### src/rtl/c2dcd_pkg.sv
// ----------------------------------------------------------------------------
// c2dcd_pkg
// shared types, sizes and codes of the decimated complex 2d correlator
// ----------------------------------------------------------------------------
`default_nettype none

package c2dcd_pkg;

  localparam int IMAGE_WIDTH     = 64;
  localparam int IMAGE_HEIGHT    = 64;
  localparam int KERNEL_MAX_COLS = 16;
  localparam int KERNEL_MAX_ROWS = 16;

  localparam int KER_DEPTH = KERNEL_MAX_ROWS * KERNEL_MAX_COLS;
  localparam int IMG_DEPTH = IMAGE_HEIGHT * IMAGE_WIDTH;
  localparam int KER_AW    = $clog2(KER_DEPTH);
  localparam int IMG_AW    = $clog2(IMG_DEPTH);
  localparam int KMAX      = (KERNEL_MAX_ROWS > KERNEL_MAX_COLS) ?
                             KERNEL_MAX_ROWS : KERNEL_MAX_COLS;
  localparam int KCNT_W    = $clog2(KMAX + 1);

  localparam int POS_W    = 6;
  localparam int SAMPLE_W = 16;
  localparam int ELEM_W   = 2 * SAMPLE_W;
  localparam int ACC_W    = 48;
  localparam int STEP_W   = 4;
  localparam int KSIZE_W  = 5;
  localparam int OSIZE_W  = 7;
  // window origin plus kernel size, never wraps
  localparam int RC_W     = POS_W + STEP_W + 1;

  localparam int CFG_IDX_W = 3;
  localparam int CFG_DW    = 7;
  localparam int S_DATA_W  = 48;
  localparam int M_DATA_W  = 112;

  localparam logic [CFG_IDX_W-1:0] REG_CONJ        = 3'd0;
  localparam logic [CFG_IDX_W-1:0] REG_STEP_X      = 3'd1;
  localparam logic [CFG_IDX_W-1:0] REG_STEP_Y      = 3'd2;
  localparam logic [CFG_IDX_W-1:0] REG_KERNEL_COLS = 3'd3;
  localparam logic [CFG_IDX_W-1:0] REG_KERNEL_ROWS = 3'd4;
  localparam logic [CFG_IDX_W-1:0] REG_OUT_COLS    = 3'd5;
  localparam logic [CFG_IDX_W-1:0] REG_OUT_ROWS    = 3'd6;

  typedef enum logic [1:0] {
    KIND_KERNEL  = 2'd0,
    KIND_IMAGE   = 2'd1,
    KIND_COMPUTE = 2'd2
  } kind_t;

  typedef enum logic [2:0] {
    ST_IDLE,
    ST_MUL,
    ST_CHECK,
    ST_RUN,
    ST_FLUSH,
    ST_OUT
  } state_t;

  typedef struct packed {
    logic               conj;
    logic [STEP_W-1:0]  step_x;
    logic [STEP_W-1:0]  step_y;
    logic [KSIZE_W-1:0] kernel_cols;
    logic [KSIZE_W-1:0] kernel_rows;
    logic [OSIZE_W-1:0] out_cols;
    logic [OSIZE_W-1:0] out_rows;
  } cfg_t;

  typedef struct packed {
    logic              kwe;
    logic              iwe;
    logic [KER_AW-1:0] kaddr;
    logic [IMG_AW-1:0] iaddr;
    logic [ELEM_W-1:0] data;
  } mem_wr_t;

  typedef struct packed {
    logic              en;
    logic [KER_AW-1:0] kaddr;
    logic [IMG_AW-1:0] iaddr;
  } mem_rd_t;

  typedef struct packed {
    logic             load;
    logic [POS_W-1:0] row;
    logic [POS_W-1:0] col;
    logic             status;
    logic             last;
  } res_t;

endpackage

`default_nettype wire

### src/rtl/c2dcd_seq.sv
// ----------------------------------------------------------------------------
// c2dcd_seq
// input handshake, store writes, range checks and kernel window walk
// ----------------------------------------------------------------------------
`default_nettype none

module c2dcd_seq (
  input  wire logic                          clk,
  input  wire logic                          rst,
  input  wire c2dcd_pkg::cfg_t               cfg,
  input  wire logic                          in_valid,
  output logic                               in_ready,
  input  wire logic [1:0]                    in_kind,
  input  wire logic [c2dcd_pkg::POS_W-1:0]   in_row,
  input  wire logic [c2dcd_pkg::POS_W-1:0]   in_col,
  input  wire logic [c2dcd_pkg::ELEM_W-1:0]  in_value,
  input  wire logic                          busy,
  input  wire logic                          out_free,
  output c2dcd_pkg::mem_wr_t                 wr,
  output c2dcd_pkg::mem_rd_t                 rd,
  output logic                               acc_clr,
  output c2dcd_pkg::res_t                    res
);
  import c2dcd_pkg::*;

  state_t            state;
  state_t            state_next;
  logic [POS_W-1:0]  row_q;
  logic [POS_W-1:0]  col_q;
  logic [RC_W-1:0]   r0_q;
  logic [RC_W-1:0]   c0_q;
  logic [KCNT_W-1:0] kr_q;
  logic [KCNT_W-1:0] kc_q;
  logic [KCNT_W-1:0] k_q;
  logic [KCNT_W-1:0] l_q;
  logic [KER_AW-1:0] kbase_q;
  logic [IMG_AW-1:0] ibase_q;
  logic              err_q;
  logic              accept;
  logic              err_now;
  logic              row_end;
  logic              last_row;

  assign accept   = in_valid && in_ready;
  assign row_end  = (l_q == kc_q - KCNT_W'(1));
  assign last_row = (k_q == kr_q - KCNT_W'(1));

  always_comb begin
    err_now = ({1'b0, row_q} >= cfg.out_rows) || ({1'b0, col_q} >= cfg.out_cols) ||
              ((r0_q + RC_W'(kr_q)) > IMAGE_HEIGHT) ||
              ((c0_q + RC_W'(kc_q)) > IMAGE_WIDTH);
  end

  always_ff @(posedge clk) begin
    if (rst) begin
      state <= ST_IDLE;
    end else begin
      state <= state_next;
    end
  end

  always_comb begin
    state_next = state;
    in_ready   = 1'b0;
    acc_clr    = 1'b0;
    rd.en      = 1'b0;
    rd.kaddr   = kbase_q + KER_AW'(l_q);
    rd.iaddr   = ibase_q + IMG_AW'(l_q);
    wr.kwe     = 1'b0;
    wr.iwe     = 1'b0;
    wr.kaddr   = KER_AW'(in_row * KERNEL_MAX_COLS + in_col);
    wr.iaddr   = IMG_AW'(in_row * IMAGE_WIDTH + in_col);
    wr.data    = in_value;
    res.load   = 1'b0;
    res.row    = row_q;
    res.col    = col_q;
    res.status = err_q;
    res.last   = !err_q && (({1'b0, row_q} + OSIZE_W'(1)) == cfg.out_rows) &&
                 (({1'b0, col_q} + OSIZE_W'(1)) == cfg.out_cols);
    case (state)
      ST_IDLE: begin
        in_ready = !rst;
        if (accept) begin
          case (in_kind)
            KIND_KERNEL: begin
              wr.kwe = (in_row < KERNEL_MAX_ROWS) && (in_col < KERNEL_MAX_COLS);
            end
            KIND_IMAGE: begin
              wr.iwe = (in_row < IMAGE_HEIGHT) && (in_col < IMAGE_WIDTH);
            end
            KIND_COMPUTE: begin
              state_next = ST_MUL;
            end
            default: ;
          endcase
        end
      end
      ST_MUL: begin
        state_next = ST_CHECK;
      end
      ST_CHECK: begin
        acc_clr = 1'b1;
        if (err_now || kr_q == '0 || kc_q == '0) begin
          state_next = ST_OUT;
        end else begin
          state_next = ST_RUN;
        end
      end
      ST_RUN: begin
        rd.en = 1'b1;
        if (row_end && last_row) begin
          state_next = ST_FLUSH;
        end
      end
      ST_FLUSH: begin
        if (!busy) begin
          state_next = ST_OUT;
        end
      end
      ST_OUT: begin
        if (out_free) begin
          res.load   = 1'b1;
          state_next = ST_IDLE;
        end
      end
      default: begin
        state_next = ST_IDLE;
      end
    endcase
  end

  always_ff @(posedge clk) begin
    case (state)
      ST_IDLE: begin
        row_q <= in_row;
        col_q <= in_col;
      end
      ST_MUL: begin
        r0_q <= RC_W'(row_q) * RC_W'(cfg.step_y);
        c0_q <= RC_W'(col_q) * RC_W'(cfg.step_x);
        kr_q <= (cfg.kernel_rows > KERNEL_MAX_ROWS) ? KCNT_W'(KERNEL_MAX_ROWS)
                                                    : KCNT_W'(cfg.kernel_rows);
        kc_q <= (cfg.kernel_cols > KERNEL_MAX_COLS) ? KCNT_W'(KERNEL_MAX_COLS)
                                                    : KCNT_W'(cfg.kernel_cols);
      end
      ST_CHECK: begin
        err_q   <= err_now;
        k_q     <= '0;
        l_q     <= '0;
        kbase_q <= '0;
        ibase_q <= IMG_AW'(r0_q * IMAGE_WIDTH + c0_q);
      end
      ST_RUN: begin
        if (row_end) begin
          l_q     <= '0;
          k_q     <= k_q + KCNT_W'(1);
          kbase_q <= KER_AW'(kbase_q + KERNEL_MAX_COLS);
          ibase_q <= IMG_AW'(ibase_q + IMAGE_WIDTH);
        end else begin
          l_q <= l_q + KCNT_W'(1);
        end
      end
      default: ;
    endcase
  end

endmodule

`default_nettype wire

### config.mk
export PLATFORM = sky130hd
export DESIGN_NAME = c2dcd_seq
export DESIGN_NICKNAME = d
export VERILOG_FILES = /design/src/rtl/c2dcd_pkg.sv /design/src/rtl/c2dcd_seq.sv
export SDC_FILE = /design/constraint.sdc
export NUM_CORES = 1
export LEC_CHECK = 0
export ABC_CLOCK_PERIOD_IN_PS = 5500
export BUFFER_PORTS_ARGS = -buffer_cell sky130_fd_sc_hd__clkbuf_2
export CAP_MARGIN = 20
export CORE_UTILIZATION = 58
export DETAILED_ROUTE_END_ITERATION = 8
export HOLD_SLACK_MARGIN = 0.06
export PLACE_DENSITY_LB_ADDON = 0.2
export RECOVER_POWER = 50
export SETUP_SLACK_MARGIN = 0.05
export SYNTH_ARGS = -nofsm -noshare
export SYNTH_HDL_FRONTEND = slang
export SYNTH_SLANG_ARGS = --single-unit
### constraint.sdc
create_clock -name clk -period 5.5 [get_ports clk]
set_input_delay 0.55 -clock clk [delete_from_list [all_inputs] [get_ports clk]]
set_output_delay 0.55 -clock clk [all_outputs]
set_load 0.005 [all_outputs]
==> results of run 1 <==
## flip-flops by register name, indices dropped and copies added (netlist names)
register	flops
k_q	5
row_q	6
err_q	1
kbase_q	4
kc_q	5
l_q	5
ibase_q	12
col_q	6
c0_q	10
r0_q	10
state	3
kr_q	5
## power breakdown
part	switching, mW	leakage [nW]	total [mW]	internal (mW)
logic	1.14	2.35	2.08	0.940
registers	0.279	0.674	1.23	0.952
clock network	0.201	0.113	0.459	0.259
total	1.62	3.14	3.77	2.15
## layer usage
metal	share of wire, %	GRT usage (%)	wire length [um]	vias up
li1	-	-	-	2367
met1	44	27.92	5600	2227
met2	49	41.48	6308	173
met3	4.4	2.966	569	37
met4	2.7	10.96	350	0
met5	0	0	0	-
## area by class of cell
class | count | area (um^2)
Fill cell | 892 | 3874
Multi-Input combinational cell | 469 | 3667
Sequential cell | 72 | 2132
Timing Repair Buffer | 113 | 534.3
Inverter | 64 | 240.2
Clock buffer | 14 | 182.7
Tap cell | 140 | 175.2
Clock inverter | 2 | 35.03
## worst paths after layout
path	cells after the start	to	start
max	11	c0_q[9]	col_q[2]
min	2	state[2]	rst
max reg2reg	11	c0_q[9]	col_q[2]
min reg2reg	1	ibase_q[3]	c0_q[3]
## critical path: cells and delay by family, from the launching register on
kind | cells | cell delay (ns)
simple gates | 1 | 0.12
buf+inv | 1 | 0.07
flops | 1 | 0.57
fa+ha+maj | 3 | 1.33
xor+xnor | 1 | 0.15
compound gates | 5 | 0.90
## through the flow
step           std cells  power, mW  hold slack [ns]  setup WS (ns)
3_5_place_dp         857      3.311           0.5588          1.973
2_1_floorplan        668      2.763           0.5319          2.326
5_1_grt              874      4.119           0.4096          1.891
3_3_place_gp         857      3.216           0.5711          2.067
4_1_cts              873      3.797           0.3913          2.098
6_report             874      3.767           0.4052          2.102
## cells by family after synthesis
| kind of cell | after synthesis | synth area share, % |
|---|---|---|
| AOI/OAI and AO/OA | 107 | 10.23 |
| xor gates and xnor gates | 70 | 9.476 |
| adders and majority gates | 92 | 20.23 |
| buffers and inverters | 127 | 10.44 |
| DFF | 72 | 32.95 |
| muxes | 4 | 0.6382 |
| and+or+nand+nor | 196 | 16.03 |
## layout by cell type, fill, tap and decap left out, drive strengths merged, types with 2 or more instances in the layout
| cell type | n |
|---|---|
| fa | 21 |
| o21bai | 7 |
| o31a | 2 |
| a21oi | 45 |
| clkinv | 2 |
| edfxtp | 69 |
| xor2 | 33 |
| and2 | 35 |
| nor3b | 3 |
| a21o | 12 |
| nand3b | 2 |
| nand2 | 44 |
| and3 | 5 |
| nor3 | 13 |
| ha | 71 |
| dfxtp | 3 |
| a211oi | 3 |
| nand4 | 4 |
| nor4b | 5 |
| clkbuf | 125 |
| nand3 | 17 |
| xnor2 | 37 |
| o21ai | 25 |
| nor2 | 41 |
| nor4 | 4 |
| nand2b | 8 |
| o31ai | 3 |
| nor2b | 11 |
| mux2i | 3 |
| buf | 2 |
| inv | 63 |
==> results.cfg, run 1 <==
[die]
initial_core_util_pct = 59.68
fp.dieH_um = 107.6
ioPinCount = 176
die_area_um2 = 11580
core_um2 = 10840
die_w_um = 107.6
fp-row-count = 38

[global_routing]
grt_pass1_wl_um = 21160
first_global_vias = 4733
grt-ovfl-total = 0
grt_usage_pct = 23.35
antenna_found_initial = 0
grt_max_degree = 32

[power_and_ir_drop]
ir_worst_vdd_mv = 0.3042
powerDensity_nw_per_um2 = 540.7
p_leak_nw = 3.138

[worst_setup_path]
arrival_ns = 3.49
path_max_fanout = 11
rrSetupSlack_ns = 2.10
critPathCaptureType = flip-flop
required_ns = 5.60
path_cells = nand2_1 -> fa_1 -> fa_1 -> inv_1 -> ha_1 -> a21o_1 -> a21oi_1 -> o21bai_1 -> a21oi_1 -> o21ai_0 -> xor2_1
crit_slowest_cell = edfxtp_1
crit_path_max_incr_delay_ns = 0.57
crit_type = reg -> reg
startpoint_type = flip-flop

[sta]
worstMarginPinSlew_ns = 0.8204
rsz0062_at_grt = false
fin_skew_ns = 0.01043
maxSlewViolCount = 0
period_minus_slack_ns = 3.398
max-slew-margin-rel_pct = 44.80
hold_viol_final = 0
setup_viol = 0
finalSetupTns_ns = 0
period_share_pct = 61.77
fmax_ghz = 0.2943

[logic_synthesis]
synth_commonest_cells = ha_1, edfxtp_1, inv_1, buf_4, nand2_1
synthTopCellsByArea = edfxtp_1, ha_1, fa_1
ys_seq_area_share_pct = 32.95
synth-main-ff-cell = edfxtp_1
synth.most_common_cell = ha_1
syn-cell-area_um2 = 6470
synth_nets = 844
yosysWarnings = 0
avgSynthCellArea_um2 = 9.686
yosysUniqueCellTypes = 54
synth_edf_count = 69
yosys.area.top_type_share_pct = 32.02
syn_inst = 668
async_reset_ff_share_pct = 0
synth_top_area_cell = edfxtp_1
ys_seq_elements = 72

[placed_design]
dp.final_hpwl_um = 10430
gp_congestion = 0.8872
numPortBuffers = 110
placedInstanceArea_um2 = 6785

[detailed_routing]
vias = 4804
first_pass_iters = 4
drc = 0
drtIter0Drc = 203
wl_um = 12830
avgViaCountPerCell = 5.497
detail_route.wl_per_cell_um = 14.68
drtAntennaViolNets = 0

[min_path]
hp-class = in -> reg

[clocking]
cts.sinks = 72
root_buffer = clkbuf_8
cts_made_buffers = 9
path_clk_slew_ns = 0.08
clkLatencyLatePin_ns = 0.35
cts_tree = yes
h-tree-depth = 3
postCtsResizedCells = 0
cts_hold_buffers = 0
post_cts_buffers = 0
clk_path_buf_depth = 2

[cells_and_area]
diodes = 0
syn_to_final_growth_pct = 7.677
final_cell_area_um2 = 6967
final_util_pct = 64.27
nets = 905
drive_above_1_share_pct = 15.53

[flow_run]
maxCapViolCount = 0

[outcome]
outcome = finished, final reports clean
No activity file was read; power rests on OpenSTA's default activity.
==> run 2: changes to the inputs <==
ABC_CLOCK_PERIOD_IN_PS = 3200   (was 5500)
CORE_UTILIZATION = 54   (was 58)
clock period = 3.2 ns   (was 5.5 ns; I/O delays follow)
==> run 2 against run 1 <==
Net effect:
- the flow now finishes with violations (DRC)
- sequential share of layout area shrank 0.98 points
- via count grew 1.0%
- core utilization shrank 2.0 points
- combinational power grew 88%
- non-clock buffer count grew 20
- final cell count grew 2.5%
- register-to-register slack lost 2.0 ns
- critical path type unchanged
- largest power group unchanged
- highest routed layer unchanged
==> results.cfg, run 2 (synthesis gave the netlist of run 1 again) <==
[outcome]
outcome = complete, but fails checks
violations = DRC

[clocking]
clk_path_buf_depth = 2
h-tree-depth = 3
path_clk_slew_ns = 0.06
cts_made_buffers = 9
root_buffer = clkbuf_16
cts_tree = yes
clkLatencyLatePin_ns = 0.34
cts.sinks = 72

[sta]
fin_skew_ns = 0.006981
max-slew-margin-rel_pct = 49.61
hold_viol_final = 0
fmax_ghz = 0.3265
rsz0062_at_grt = false
setup_viol = 0
finalSetupTns_ns = 0
worstMarginPinSlew_ns = 0.7558
holdWs_ns = 0.2052
period_share_pct = 95.71
maxSlewViolCount = 0
period_minus_slack_ns = 3.063

[cells_and_area]
mostFrequentLayoutCell = clkbuf_2
nets = 925
nFillCells = 989
reg_top3 = ibase_q (12), c0_q (10), r0_q (10)
largest-register = ibase_q
final_cell_area_um2 = 7198
syn_to_final_growth_pct = 11.26
layout_common_cells = clkbuf_2, ha_1, edfxtp_1, inv_1, nand2_1
largest_register_ffs = 12
diodes = 0
drive_above_1_share_pct = 18.86

[detailed_routing]
drtAntennaViolNets = 0
drc = 7
first_pass_iters = 6
detail_route.wl_per_cell_um = 14.65
avgViaCountPerCell = 5.416
wl_um = 13120
vias = 4853
drtIter0Drc = 218

[die]
die_w_um = 111.5
fp-row-count = 39
die_area_um2 = 12420
core_um2 = 11560
initial_core_util_pct = 55.95
ioPinCount = 176
fp.dieH_um = 111.5

[worst_setup_path]
critPathCaptureType = flip-flop
required_ns = 3.28
crit_type = reg -> reg
startpoint_type = flip-flop
crit_slowest_cell = fa_1
cpMostUsedCell = fa_1
path_max_fanout = 4
arrival_ns = 3.15
crit_path_max_incr_delay_ns = 0.56
r2r_cells = 10
path_cells = nand2_1 -> fa_1 -> fa_1 -> inv_1 -> fa_1 -> a21o_1 -> a21oi_2 -> o21bai_1 -> a21oi_1 -> xnor2_1

[global_routing]
grt-ovfl-total = 0
grt_max_degree = 17
first_global_vias = 4783
grt_pass1_wl_um = 21750
grt_usage_pct = 21.57
antenna_found_initial = 0

[min_path]
hp-class = in -> reg
hold_depth = 1

[placed_design]
gp_congestion = 0.8659
numPortBuffers = 110
placedInstanceArea_um2 = 6932
dp.final_hpwl_um = 10720

[flow_run]
maxCapViolCount = 0

[power_and_ir_drop]
powerDensity_nw_per_um2 = 954.7
ir_worst_vdd_mv = 0.4560
p_leak_nw = 3.273
-- run 2: changes by cell type in the layout (fill, tap and decap cells not counted), sizes merged --
cell / delta
buf: +15
clkbuf: +2
clkinv: +1
clkinvlp: +1
-- run 2: final cells by class --
cell class                      count  area (um^2)  share of cell area [%]
Multi-Input combinational cell    469         3686                   51.21
Tap cell                          143        178.9                   2.486
Sequential cell                    72         2132                   29.62
Clock buffer                       11        232.7                   3.233
Timing Repair Buffer              133        681.9                   9.473
Inverter                           64        240.2                   3.337
Clock inverter                      4        46.29                  0.6431
-- run 2: what timing repair did --
item                                    CTS  global route
endpoints found under the setup margin    0             3
hold buffers                              0             0
setup buffers                             0             2
gates resized for setup                   0             6
-- run 2: where the power goes --
| part | total (mW) | switching (mW) | internal [mW] | leakage [nW] |
|---|---|---|---|---|
| registers | 1.99 | 0.359 | 1.64 | 0.674 |
| clock network | 0.963 | 0.368 | 0.595 | 0.133 |
| logic | 3.91 | 2.14 | 1.78 | 2.47 |
-- run 2: path summary, 6_finish.rpt --
kind,startpoint,slack (ns),to
setup / recovery,row_q[2],0.14,r0_q[8]
hold / removal,in_row[5],0.21,row_q[5]
setup reg to reg,row_q[2],0.14,r0_q[8]
hold reg to reg,state[2],0.60,state[2]
-- run 2: per-stage QoR --
step	total power, mW	setup WS (ns)	utilization, %	instances
global placement	5.725	0.1011	59.94	879
CTS	6.879	0.08938	62.35	894
floorplan	4.751	0.08488	-	668
global route	7.486	0.03026	62.24	896
finish	6.872	0.1374	62.24	896
detailed placement	5.872	0.01995	59.94	879
-- run 2: critical path: cells and delay by family (launching register included) --
family / cells / cell delay, ns
AO/OA/AOI/OAI: 4 / 0.64
XOR/XNOR: 1 / 0.08
adder cells (fa/ha/maj): 3 / 1.47
buffers and inverters: 1 / 0.07
flip-flops: 1 / 0.44
AND/OR/NAND/NOR: 1 / 0.11
-- run 2: routing by layer --
metal / up-vias / wire length, um / track usage (%)
li1: 2405 / - / -
met1: 2266 / 5871 / 26.87
met2: 162 / 6415 / 38.38
met3: 20 / 641 / 2.940
met4: 0 / 194 / 7.477
met5: - / 0 / 0
==> run 3: changes to the inputs <==
CORE_UTILIZATION = 50   (was 54)
==> run 3 against run 2 <==
Net effect:
- the run now ends clean
- via count fell by 1.7%
- clock power fell by 10%
- fmax fell by 0.76%
- sequential share of layout area barely moved
- highest routed layer unchanged
==> results.cfg, run 3 (synthesis gave the netlist of run 1 again) <==
[power_and_ir_drop]
p_leak_nw = 3.276
powerDensity_nw_per_um2 = 936.3
ir_worst_vdd_mv = 0.4454

[cells_and_area]
nets = 925
largest_register_ffs = 12
layout_common_cells = clkbuf_2, ha_1, edfxtp_1, inv_1, nand2_1
diodes = 0
reg_top3 = ibase_q (12), c0_q (10), r0_q (10)
final_util_pct = 57.08
drive_above_1_share_pct = 19.17
mostFrequentLayoutCell = clkbuf_2
nFillCells = 1180
syn_to_final_growth_pct = 11.33
largest-register = ibase_q

[detailed_routing]
drtIter0Drc = 180
vias = 4770
wl_um = 13180
drtAntennaViolNets = 0
detail_route.wl_per_cell_um = 14.28
avgViaCountPerCell = 5.168
first_pass_iters = 4
drc = 0

[worst_setup_path]
path_max_fanout = 5
rr_endpoint = r0_q[9]
r2r-start = row_q[1]
crit_type = reg -> reg
arrival_ns = 3.17
required_ns = 3.29
r2r_cells = 11
rrSetupSlack_ns = 0.11
critPathCaptureType = flip-flop
startpoint_type = flip-flop

[min_path]
hold_path_end = state[2]
hp-class = in -> reg
worstHoldStart = rst
hold_depth = 2

[clocking]
cts_made_buffers = 9
clk_path_buf_depth = 2
h-tree-depth = 3
path_clk_slew_ns = 0.06
cts_tree = yes
cts.sinks = 72
root_buffer = clkbuf_16
clkLatencyLatePin_ns = 0.34
cts_hold_buffers = 0

[placed_design]
dp.final_hpwl_um = 10880
numPortBuffers = 110
dp_slack_ns = 0.006741
gp_congestion = 0.8822

[global_routing]
grt_usage_pct = 21.03
grt_pass1_wl_um = 21680
first_global_vias = 4719
antenna_found_initial = 0
grt-ovfl-total = 0
grt_max_degree = 17

[die]
die_area_um2 = 13400
core_um2 = 12620
ioPinCount = 176
fp-row-count = 41
initial_core_util_pct = 51.27
fp.dieH_um = 115.8
die_w_um = 115.8

[sta]
fmax_ghz = 0.3240
maxSlewViolCount = 0
rsz0062_at_grt = true
fin_skew_ns = 0.007577
period_minus_slack_ns = 3.086
setup_viol = 0
hold_viol_final = 0
max-slew-margin-rel_pct = 50.64
holdWs_ns = 0.1968
finalSetupTns_ns = 0
period_share_pct = 96.44
worstMarginPinSlew_ns = 0.7404
setup_slack_ns = 0.1140

[outcome]
outcome = finished, final reports clean

[flow_run]
maxCapViolCount = 0
-- run 3: cell count changes in the layout (fill, tap and decap cells not counted), moves of 3 or more --
cell,previous run,this run
buf_4,17,21
a21oi_1,38,41
clkbuf_2,92,95
clkbuf_1,25,18
a21oi_2,7,4
-- run 3: routing by layer --
layer  GRT usage [%]  share of wire [%]  up-vias
li1                -                  -     2399
met5               0                  0        -
met4           9.573                2.6        0
met1           25.21                 45     2200
met3           5.073                5.2       30
met2           35.85                 47      141
-- run 3: final cells by class --
cell class | count | area [um^2] | area share, %
Sequential cell | 72 | 2132 | 29.60
Tap cell | 172 | 215.2 | 2.988
Multi-Input combinational cell | 469 | 3677 | 51.05
Clock inverter | 3 | 12.51 | 0.1737
Timing Repair Buffer | 133 | 696.9 | 9.675
Inverter | 64 | 240.2 | 3.335
Clock buffer | 10 | 229.0 | 3.179
-- run 3: worst max path at each step --
stage	start	to	slack, ns	depth (start not counted)
finish	row_q[1]	r0_q[9]	0.11	11
global route	row_q[1]	r0_q[9]	-0.005	11
CTS	row_q[1]	r0_q[9]	0.08	11
detailed placement	cfg[31]	c0_q[9]	0.007	12
global placement	cfg[31]	c0_q[9]	0.09	12
floorplan	col_q[2]	c0_q[9]	0.08	12
-- run 3: power by group --
group / switching, mW / total [mW] / internal (mW) / leakage, nW
clock network: 0.359 / 0.863 / 0.504 / 0.119
logic: 2.11 / 3.90 / 1.79 / 2.48
registers: 0.349 / 1.99 / 1.64 / 0.674
-- run 3: per-stage QoR --
stage	cell area, um^2	instances	total power, mW
2_1_floorplan	6472	668	4.751
3_3_place_gp	6963	908	5.739
3_5_place_dp	6963	908	5.875
4_1_cts	7204	921	6.788
5_1_grt	7203	923	7.377
6_report	7203	923	6.744
-- run 3: worst max-delay path: stages, from the launching register on --
cell and delay [ns]:
edfxtp_1 0.45, nand2_1 0.13, fa_1 0.46, fa_1 0.55
inv_1 0.07, ha_1 0.29, a21o_1 0.17, a21oi_2 0.15
o21bai_1 0.08, a21oi_1 0.19, o21ai_0 0.14, xor2_1 0.15
-- run 3: timing repair --
item,CTS,global route
gates resized for setup,0,3
endpoints found under the setup margin,0,5
buffers inserted,0,2
